[src/rtl/irpd_pkg.sv]
`default_nettype none
// ----------------------------------------------------------------------------
// IR remote pulse decoder package
// Shared types, register indexes and reset values for the decoder.
// ----------------------------------------------------------------------------
package irpd_pkg;

   localparam int FrameIntervalsDefault = 65;
   localparam int FrameBitsWidth        = 32;
   localparam int CsrIndexWidth         = 3;
   localparam int CsrDataWidth          = 8;

   localparam logic [7:0] ToggleKey = 8'd64;

   // Reset values of the timing windows, in 0.1 ms units.
   localparam logic [7:0] LeaderLowReset  = 8'd70;
   localparam logic [7:0] LeaderHighReset = 8'd100;
   localparam logic [7:0] StartLowReset   = 8'd30;
   localparam logic [7:0] StartHighReset  = 8'd55;
   localparam logic [7:0] RepeatLowReset  = 8'd15;
   localparam logic [7:0] RepeatHighReset = 8'd30;
   localparam logic [7:0] OneLowReset     = 8'd10;
   localparam logic [7:0] OneHighReset    = 8'd20;

   typedef enum logic [CsrIndexWidth-1:0] {
      CSR_LEADER_LOW  = 3'd0,
      CSR_LEADER_HIGH = 3'd1,
      CSR_START_LOW   = 3'd2,
      CSR_START_HIGH  = 3'd3,
      CSR_REPEAT_LOW  = 3'd4,
      CSR_REPEAT_HIGH = 3'd5,
      CSR_ONE_LOW     = 3'd6,
      CSR_ONE_HIGH    = 3'd7
   } csr_index_type;

   typedef enum logic [1:0] {
      EV_NONE   = 2'd0,
      EV_VALID  = 2'd1,
      EV_FAILED = 2'd2,
      EV_REPEAT = 2'd3
   } event_type;

   typedef struct packed {
      logic [7:0] leader_low;
      logic [7:0] leader_high;
      logic [7:0] start_low;
      logic [7:0] start_high;
      logic [7:0] repeat_low;
      logic [7:0] repeat_high;
      logic [7:0] one_low;
      logic [7:0] one_high;
   } cfg_type;

   typedef struct packed {
      logic [1:0] event_res;
      logic [7:0] key_code;
      logic [7:0] address_high;
      logic [7:0] address_low;
      logic       remote_enabled;
   } result_type;

   // Open window test: low < x < high.
   function automatic logic in_window(logic [7:0] x, logic [7:0] lo, logic [7:0] hi);
      in_window = (x > lo) && (x < hi);
   endfunction

endpackage
`default_nettype wire

[src/rtl/irpd_channels.sv]
`default_nettype none
// ----------------------------------------------------------------------------
// IR remote pulse decoder channels
// Valid/ready interfaces for the interval input and the decoded result.
// ----------------------------------------------------------------------------
interface irpd_req_if;
   logic       valid;
   logic       ready;
   logic [7:0] interval;

   modport source (output valid, output interval, input ready);
   modport sink   (input valid, input interval, output ready);
endinterface

interface irpd_rsp_if;
   logic       valid;
   logic       ready;
   logic [1:0] event_res;
   logic [7:0] key_code;
   logic [7:0] address_high;
   logic [7:0] address_low;
   logic       remote_enabled;

   modport source (output valid, output event_res, output key_code,
                   output address_high, output address_low,
                   output remote_enabled, input ready);
   modport sink   (input valid, input event_res, input key_code,
                   input address_high, input address_low,
                   input remote_enabled, output ready);
endinterface
`default_nettype wire

[src/rtl/irpd_step.sv]
`default_nettype none
// ----------------------------------------------------------------------------
// IR remote pulse decoder step logic
// Next decoder state and the result for one edge interval.
// ----------------------------------------------------------------------------
module irpd_step #(
   parameter int FRAME_INTERVALS = irpd_pkg::FrameIntervalsDefault,
   parameter int CountWidth      = $clog2(FRAME_INTERVALS + 1)
) (
   input  wire irpd_pkg::cfg_type                      cfg,
   input  wire logic [7:0]                             interval,
   input  wire logic                                   leader_seen,
   input  wire logic                                   collecting,
   input  wire logic [CountWidth-1:0]                  interval_count,
   input  wire logic [7:0]                             pair_first,
   input  wire logic [irpd_pkg::FrameBitsWidth-1:0]    frame_bits,
   input  wire logic [7:0]                             last_key,
   input  wire logic                                   enable_flag,
   output logic                                        leader_seen_in,
   output logic                                        collecting_in,
   output logic [CountWidth-1:0]                       interval_count_in,
   output logic [7:0]                                  pair_first_in,
   output logic [irpd_pkg::FrameBitsWidth-1:0]         frame_bits_in,
   output logic [7:0]                                  last_key_in,
   output logic                                        enable_flag_in,
   output irpd_pkg::result_type                        result
);

   logic [CountWidth-1:0] count_inc;
   logic [7:0]            pair_sum;

   always_comb begin
      leader_seen_in    = leader_seen;
      collecting_in     = collecting;
      interval_count_in = interval_count;
      pair_first_in     = pair_first;
      frame_bits_in     = frame_bits;
      last_key_in       = last_key;
      enable_flag_in    = enable_flag;
      result            = '0;
      pair_sum          = pair_first + interval;
      count_inc         = '0;

      // Leader wins over start, start over repeat.
      if (irpd_pkg::in_window(interval, cfg.leader_low, cfg.leader_high)) begin
         leader_seen_in = 1'b1;
      end else if (leader_seen &&
                   irpd_pkg::in_window(interval, cfg.start_low, cfg.start_high)) begin
         collecting_in     = 1'b1;
         leader_seen_in    = 1'b0;
         interval_count_in = '0;
         frame_bits_in     = '0;
      end else if (leader_seen &&
                   irpd_pkg::in_window(interval, cfg.repeat_low, cfg.repeat_high)) begin
         collecting_in    = 1'b0;
         leader_seen_in   = 1'b0;
         result.event_res = irpd_pkg::EV_REPEAT;
         result.key_code  = last_key;
      end

      if (collecting_in) begin
         // Odd intervals are stored, even nonzero ones close a pair and yield a bit.
         if (interval_count_in != '0) begin
            if (interval_count_in[0]) begin
               pair_first_in = interval;
            end else begin
               frame_bits_in = {frame_bits_in[irpd_pkg::FrameBitsWidth-2:0],
                                irpd_pkg::in_window(pair_sum, cfg.one_low, cfg.one_high)};
            end
         end
         count_inc = interval_count_in + 1'b1;
         if (count_inc == CountWidth'(FRAME_INTERVALS)) begin
            interval_count_in   = '0;
            collecting_in       = 1'b0;
            result.address_high = frame_bits_in[31:24];
            result.address_low  = frame_bits_in[23:16];
            if ((frame_bits_in[23:16] == ~frame_bits_in[31:24]) &&
                (frame_bits_in[7:0] == ~frame_bits_in[15:8])) begin
               result.event_res = irpd_pkg::EV_VALID;
               result.key_code  = frame_bits_in[15:8];
            end else begin
               result.event_res = irpd_pkg::EV_FAILED;
               result.key_code  = '0;
            end
            last_key_in = result.key_code;
            if (result.key_code == irpd_pkg::ToggleKey) begin
               enable_flag_in = ~enable_flag;
            end
         end else begin
            interval_count_in = count_inc;
         end
      end

      result.remote_enabled = enable_flag_in;
   end

endmodule
`default_nettype wire

[src/rtl/ir_remote_pulse_decoder.sv]
// An accepted item is held in the input register, then decoded into the
// result register, from which its result leaves on the response channel.
// Throughput: one item per cycle while results are taken; the decoder state
// is updated in a single pass between the input and result registers.
// Reset (synchronous, active high) arms nothing, stops any frame, clears the
// last key, sets the enable flag and loads the default timing windows.
`default_nettype none
// ----------------------------------------------------------------------------
// IR remote pulse decoder
// Decodes NEC-style remote frames from a stream of edge-to-edge intervals.
// ----------------------------------------------------------------------------
module ir_remote_pulse_decoder #(
   parameter int FRAME_INTERVALS = irpd_pkg::FrameIntervalsDefault
) (
   input  wire logic                               clock,
   input  wire logic                               reset,
   irpd_req_if.sink                                req_chan,
   irpd_rsp_if.source                              rsp_chan,
   input  wire logic                               csr_write_enable,
   input  wire logic [irpd_pkg::CsrIndexWidth-1:0] csr_index,
   input  wire logic [irpd_pkg::CsrDataWidth-1:0]  csr_write_data
);

   localparam int CountWidth = $clog2(FRAME_INTERVALS + 1);

   // Configuration registers holding the timing windows.
   irpd_pkg::cfg_type cfg_ff;

   // Input register: one interval waiting to be decoded.
   logic       in_valid_ff;
   logic [7:0] in_interval_ff;

   // Decoder state.
   logic                                   leader_seen_ff, leader_seen_in;
   logic                                   collecting_ff, collecting_in;
   logic [CountWidth-1:0]                  interval_count_ff, interval_count_in;
   logic [7:0]                             pair_first_ff, pair_first_in;
   logic [irpd_pkg::FrameBitsWidth-1:0]    frame_bits_ff, frame_bits_in;
   logic [7:0]                             last_key_ff, last_key_in;
   logic                                   enable_flag_ff, enable_flag_in;

   // Result register.
   logic                 out_valid_ff;
   irpd_pkg::result_type out_result_ff;
   irpd_pkg::result_type step_result;

   logic advance;

   // The held interval is decoded whenever the result register is free or is
   // being emptied in this same cycle. The input register then frees up, so a
   // new item can enter every cycle while results flow.
   assign advance        = in_valid_ff && (!out_valid_ff || rsp_chan.ready);
   assign req_chan.ready = !in_valid_ff || advance;

   assign rsp_chan.valid          = out_valid_ff;
   assign rsp_chan.event_res      = out_result_ff.event_res;
   assign rsp_chan.key_code       = out_result_ff.key_code;
   assign rsp_chan.address_high   = out_result_ff.address_high;
   assign rsp_chan.address_low    = out_result_ff.address_low;
   assign rsp_chan.remote_enabled = out_result_ff.remote_enabled;

   always_ff @(posedge clock) begin
      if (reset) begin
         cfg_ff.leader_low  <= irpd_pkg::LeaderLowReset;
         cfg_ff.leader_high <= irpd_pkg::LeaderHighReset;
         cfg_ff.start_low   <= irpd_pkg::StartLowReset;
         cfg_ff.start_high  <= irpd_pkg::StartHighReset;
         cfg_ff.repeat_low  <= irpd_pkg::RepeatLowReset;
         cfg_ff.repeat_high <= irpd_pkg::RepeatHighReset;
         cfg_ff.one_low     <= irpd_pkg::OneLowReset;
         cfg_ff.one_high    <= irpd_pkg::OneHighReset;
      end else if (csr_write_enable) begin
         unique case (irpd_pkg::csr_index_type'(csr_index))
            irpd_pkg::CSR_LEADER_LOW:  cfg_ff.leader_low  <= csr_write_data;
            irpd_pkg::CSR_LEADER_HIGH: cfg_ff.leader_high <= csr_write_data;
            irpd_pkg::CSR_START_LOW:   cfg_ff.start_low   <= csr_write_data;
            irpd_pkg::CSR_START_HIGH:  cfg_ff.start_high  <= csr_write_data;
            irpd_pkg::CSR_REPEAT_LOW:  cfg_ff.repeat_low  <= csr_write_data;
            irpd_pkg::CSR_REPEAT_HIGH: cfg_ff.repeat_high <= csr_write_data;
            irpd_pkg::CSR_ONE_LOW:     cfg_ff.one_low     <= csr_write_data;
            irpd_pkg::CSR_ONE_HIGH:    cfg_ff.one_high    <= csr_write_data;
            default: begin
            end
         endcase
      end
   end

   irpd_step #(
      .FRAME_INTERVALS (FRAME_INTERVALS),
      .CountWidth      (CountWidth)
   ) u_step (
      .cfg               (cfg_ff),
      .interval          (in_interval_ff),
      .leader_seen       (leader_seen_ff),
      .collecting        (collecting_ff),
      .interval_count    (interval_count_ff),
      .pair_first        (pair_first_ff),
      .frame_bits        (frame_bits_ff),
      .last_key          (last_key_ff),
      .enable_flag       (enable_flag_ff),
      .leader_seen_in    (leader_seen_in),
      .collecting_in     (collecting_in),
      .interval_count_in (interval_count_in),
      .pair_first_in     (pair_first_in),
      .frame_bits_in     (frame_bits_in),
      .last_key_in       (last_key_in),
      .enable_flag_in    (enable_flag_in),
      .result            (step_result)
   );

   // Input register.
   always_ff @(posedge clock) begin
      if (reset) begin
         in_valid_ff <= 1'b0;
      end else if (req_chan.ready) begin
         in_valid_ff <= req_chan.valid;
      end
   end

   always_ff @(posedge clock) begin
      if (req_chan.valid && req_chan.ready) begin
         in_interval_ff <= req_chan.interval;
      end
   end

   // Decoder state moves only when an interval is actually decoded.
   always_ff @(posedge clock) begin
      if (reset) begin
         leader_seen_ff    <= 1'b0;
         collecting_ff     <= 1'b0;
         interval_count_ff <= '0;
         frame_bits_ff     <= '0;
         last_key_ff       <= '0;
         enable_flag_ff    <= 1'b1;
      end else if (advance) begin
         leader_seen_ff    <= leader_seen_in;
         collecting_ff     <= collecting_in;
         interval_count_ff <= interval_count_in;
         frame_bits_ff     <= frame_bits_in;
         last_key_ff       <= last_key_in;
         enable_flag_ff    <= enable_flag_in;
      end
   end

   // The first interval of a pair is always written before it is read.
   always_ff @(posedge clock) begin
      if (advance) begin
         pair_first_ff <= pair_first_in;
      end
   end

   // Result register.
   always_ff @(posedge clock) begin
      if (reset) begin
         out_valid_ff <= 1'b0;
      end else if (advance) begin
         out_valid_ff <= 1'b1;
      end else if (rsp_chan.ready) begin
         out_valid_ff <= 1'b0;
      end
   end

   always_ff @(posedge clock) begin
      if (advance) begin
         out_result_ff <= step_result;
      end
   end

endmodule
`default_nettype wire
[src/flat_wrapper.sv]
// flat-port wrapper written by rule: the top's interface ports become plain ports
module ir_remote_pulse_decoder_flat 
#(
   parameter int FRAME_INTERVALS = irpd_pkg::FrameIntervalsDefault
)
  (clock, reset, csr_write_enable, csr_index, csr_write_data, req_chan_valid, req_chan_interval, req_chan_ready, rsp_chan_valid, rsp_chan_event_res, rsp_chan_key_code, rsp_chan_address_high, rsp_chan_address_low, rsp_chan_remote_enabled, rsp_chan_ready);
  irpd_req_if req_chan_i ();
  irpd_rsp_if rsp_chan_i ();
  input  wire logic clock;
  input  wire logic reset;
  input  wire logic csr_write_enable;
  input  wire logic [irpd_pkg::CsrIndexWidth-1:0] csr_index;
  input  wire logic [irpd_pkg::CsrDataWidth-1:0] csr_write_data;
  input wire logic [$bits(req_chan_i.valid)-1:0] req_chan_valid;
  input wire logic [$bits(req_chan_i.interval)-1:0] req_chan_interval;
  output wire logic [$bits(req_chan_i.ready)-1:0] req_chan_ready;
  output wire logic [$bits(rsp_chan_i.valid)-1:0] rsp_chan_valid;
  output wire logic [$bits(rsp_chan_i.event_res)-1:0] rsp_chan_event_res;
  output wire logic [$bits(rsp_chan_i.key_code)-1:0] rsp_chan_key_code;
  output wire logic [$bits(rsp_chan_i.address_high)-1:0] rsp_chan_address_high;
  output wire logic [$bits(rsp_chan_i.address_low)-1:0] rsp_chan_address_low;
  output wire logic [$bits(rsp_chan_i.remote_enabled)-1:0] rsp_chan_remote_enabled;
  input wire logic [$bits(rsp_chan_i.ready)-1:0] rsp_chan_ready;
  assign req_chan_i.valid = req_chan_valid;
  assign req_chan_i.interval = req_chan_interval;
  assign req_chan_ready = req_chan_i.ready;
  assign rsp_chan_valid = rsp_chan_i.valid;
  assign rsp_chan_event_res = rsp_chan_i.event_res;
  assign rsp_chan_key_code = rsp_chan_i.key_code;
  assign rsp_chan_address_high = rsp_chan_i.address_high;
  assign rsp_chan_address_low = rsp_chan_i.address_low;
  assign rsp_chan_remote_enabled = rsp_chan_i.remote_enabled;
  assign rsp_chan_i.ready = rsp_chan_ready;
  ir_remote_pulse_decoder #(.FRAME_INTERVALS(FRAME_INTERVALS)) u_core (.clock(clock), .reset(reset), .req_chan(req_chan_i), .rsp_chan(rsp_chan_i), .csr_write_enable(csr_write_enable), .csr_index(csr_index), .csr_write_data(csr_write_data));
endmodule
[config.mk]
export PLATFORM = sky130hd
export DESIGN_NAME = ir_remote_pulse_decoder_flat
export DESIGN_NICKNAME = d
export VERILOG_FILES = /design/src/rtl/irpd_pkg.sv /design/src/rtl/irpd_channels.sv /design/src/rtl/irpd_step.sv /design/src/rtl/ir_remote_pulse_decoder.sv /design/src/flat_wrapper.sv
export SDC_FILE = /design/constraint.sdc
export NUM_CORES = 1
export LEC_CHECK = 0
export BUFFER_PORTS_ARGS = -buffer_cell sky130_fd_sc_hd__buf_2
export CORE_ASPECT_RATIO = 1.1
export CORE_MARGIN = 1.5
export CORE_UTILIZATION = 61
export CTS_BUF_LIST = sky130_fd_sc_hd__clkbuf_16
export DETAILED_ROUTE_END_ITERATION = 12
export PLACE_DENSITY = 0.89
export SYNTH_ARGS = -nofsm -noshare
export SYNTH_HDL_FRONTEND = slang
export SYNTH_SLANG_ARGS = --single-unit
[constraint.sdc]
create_clock -name clock -period 5.87 [get_ports clock]
set_clock_uncertainty 0.15 [all_clocks]
set_input_delay 0.8805 -clock clock [delete_from_list [all_inputs] [get_ports clock]]
set_output_delay 0.8805 -clock clock [all_outputs]
set_load 0.01 [all_outputs]
==> impl_metrics.tcl <==
set metrics [dict create \
    status "finished, final reports clean" \
    final_layout_size_suffix_gt1_frac 0.111 \
    cp-start-kind "register" \
    synth_area_leader_cell "dfxtp_1" \
    syn_avg_cell_area_um2 9.00 \
    grt_pass1_vias 6761 \
    die_h_um 126 \
    setup_ws_ns 0.713 \
    synthSimpleGateAreaFrac 0.185 \
    finalNetCount 1063 \
    synth-compound-area-share 0.143 \
    p_per_area_nw_per_um2 260 \
    crit_buf_inv 2 \
    cp_max_fo 18 \
    cts_setup_buffers 0 \
    r2r_start "u_core.in_interval_ff[1]" \
    peakVddDrop_mv 0.235 \
    slew_viol_final 0 \
    yosys_warnings 0 \
    finalHoldViolCount 0 \
    crit_family "simple AND/OR/NAND/NOR gates" \
    crit_chain "ha_1 > nor2b_1 > o211ai_1 > a21oi_1 > o311ai_1 > nand2b_1 > buf_4 > nand2_1 > ha_1 > and4b_1 > or2_1 > mux2_4 > and3b_1 > o41ai_2 > and3_1 > buf_4 > nor4b_4 > xor2_1" \
    synth_top_family_by_area "simple AND/OR/NAND/NOR gates" \
    clock_sinks 159 \
    clockBufferDepth 2 \
    path_clk_slew_ns 0.07 \
    finalWirelength_mm 19.2 \
    tns_ns 0 \
    clk_latency_ns 0.44 \
    synth_mux_area_frac 0.0527 \
    core_um2 13400 \
    ios 53 \
    htreeDepth 4 \
    mostFrequentLayoutCell "nor2_1" \
    n_fill_cell 968 \
    ys_seq_elements 159 \
    maxSlewHeadroom 0.303 \
    yosysSeqAreaShare 0.428 \
    layout.cells.most_common_list "123 x nor2_1, 116 x dfxtp_1, 91 x nand2_1, 69 x ha_1, 66 x inv_1" \
    hold_start "u_core.cfg_ff[35]" \
    fin_crit_sh 0.879 \
    grt_usage 0.274 \
    cts_buffers 17 \
    synth.top_cell.area_share 0.275 \
    multi_input_area_um2 4360 \
    overflow 0 \
    synth_ff_type "dfxtp_1" \
    slowest_delay_ns 0.58 \
    grt_max_degree 101 \
    synthCells 939 \
    synth_fp_nets 1033 \
    die_w_um 115 \
    path_class "register to register" \
    synth_xor_area_frac 0.0290 \
    async_flop_share 0 \
    antenna_found_initial 0 \
    setup_violations 0 \
    crit_arrival_ns 5.19 \
    netlist_area_um2 8450 \
    diodes 0 \
    synthAdderAreaFrac 0.105 \
    vias_per_cell 5.96 \
    port_buffers 52 \
    crit_slowest_cell "edfxtp_1" \
    drcViolationCount 0 \
    final_antenna_net_count 0 \
    required_ns 5.91 \
    dp_slack_ns 0.827 \
    via_count 6944 \
    hold_class "register to register" \
    drv_cap 0 \
    timing.fmax_ghz 0.194 \
    dieArea_um2 14600 \
    tritoncts "done" \
    area_growth_pct 11.2 \
    holdBufCountCts 0 \
    rsz0062_at_grt "false" \
    gp_congestion 0.847 \
    initial_core_util 0.632 \
    fin_crit_ns 5.16 \
    yosys.cell_types.count 59 \
    dr.pass1.iters 5 \
    worstSetupEndpointType "register" \
    post_drt_wl_per_cell_um 16.5 \
    drtIter0Drc 539 \
    cts_resized 0 \
    row_count 44 \
    synth-edff-count 43 \
    crit_start "u_core.in_interval_ff[1]" \
    p_leak_nw 3.80 \
    worst_slew_pin_slew_ns 1.05 \
    grt_pass1_wl_mm 31.4 \
    place_hpwl_mm 13.0 \
    synthTopCellsByArea "dfxtp_1 27%, edfxtp_1 15%, ha_1 10%" \
    seqCellArea_um2 3610 \
    root_buffer "clkbuf_16" \
]
[sequential cells by signal, summed over array words and instances, names as in the netlist]
| name | cells |
|---|---|
| u_core.in_interval_ff | 8 |
| u_core.collecting_ff | 1 |
| u_core.rsp_chan.valid | 1 |
| u_core.pair_first_ff | 8 |
| u_core.rsp_chan.remote_enabled | 1 |
| u_core.rsp_chan.key_code | 8 |
| u_core.last_key_ff | 8 |
| u_core.rsp_chan.address_high | 8 |
| u_core.frame_bits_ff | 32 |
| u_core.in_valid_ff | 1 |
| u_core.cfg_ff | 64 |
| u_core.leader_seen_ff | 1 |
| u_core.interval_count_ff | 7 |
| u_core.rsp_chan.event_res | 2 |
| u_core.rsp_chan.address_low | 8 |
| u_core.enable_flag_ff | 1 |
[final timing paths]
check                                   endpoint  slack (ns)  cells after the start
setup reg to reg  u_core.rsp_chan.remote_enabled        0.71                     18
hold reg to reg                u_core.cfg_ff[35]        0.31                      2
setup / recovery  u_core.rsp_chan.remote_enabled        0.71                     18
hold / removal                 u_core.cfg_ff[35]        0.31                      2
[worst min-delay path: stages (launching register included)]
cell	delay (ns)
dfxtp_1	0.31
nand2_1	0.05
a21oi_1	0.05
[layout make-up]
type                       instances  share of cell area
tap                              184              0.0245
timing repair buffer              66              0.0391
multi-input combinational        658               0.464
clock buffer                      17              0.0453
inverter                          67              0.0268
clock inverter                    15              0.0158
sequential                       159               0.385
[Yosys cell counts, types with 3 or more instances]
master    number
buf_2          6
a22oi_1       25
nand2_1       91
a211o_1       21
o21ai_0       18
or2_2          4
a31oi_1        5
clkbuf_1      39
nand3b_1       9
buf_1          5
a21boi_0       3
edfxtp_1      43
and3_1         7
a21o_1        10
nor2b_1       12
ha_1          69
xnor2_1        8
a32o_1         7
a211oi_1       5
o211ai_1       5
mux2i_1       43
nor4_1         4
nand2b_1       8
inv_1         66
o21bai_1       4
nor3_1        22
dfxtp_1      116
a21oi_1       64
nand3_1       22
buf_6          3
nand4_1       14
or3_1          3
nor2_1       123
or4_1          3
xor2_1        20
[through the flow]
step / instances / area [um2] / utilization / hold WS (ns) / total power [mW]
CTS: 1166 / 9400 / 0.702 / 0.306 / 2.45
global route: 1166 / 9400 / 0.702 / 0.326 / 2.53
floorplan: 939 / 8450 / - / 0.281 / 1.32
finish: 1166 / 9400 / 0.702 / 0.305 / 2.44
detailed placement: 1134 / 8820 / 0.659 / 0.293 / 1.38
global placement: 1134 / 8820 / 0.659 / 0.288 / 1.37
[cell families (layout without fill, tap and decap cells)]
logic type	count (synthesis)	in the layout
mux	44	44
flops	159	159
fa+ha+maj	70	70
xor+xnor	28	28
buf+inv	122	165
compound gates	181	181
simple gates	335	335
[power by group]
part | switching (mW) | internal (mW) | total (mW)
logic | 0.118 | 0.0754 | 0.193
registers | 0.0172 | 1.15 | 1.17
clock network | 0.489 | 0.596 | 1.08
[routing by layer]
metal | vias up | wire [um] | part of all wire | track usage
met5 | - | 0 | 0 | 0
met2 | 249 | 9650 | 0.50 | 0.471
li1 | 3351 | - | - | -
met1 | 3291 | 8010 | 0.42 | 0.333
met4 | 0 | 477 | 0.025 | 0.119
met3 | 53 | 1090 | 0.057 | 0.0521
Note: power is estimated with default switching activity, not from simulation.
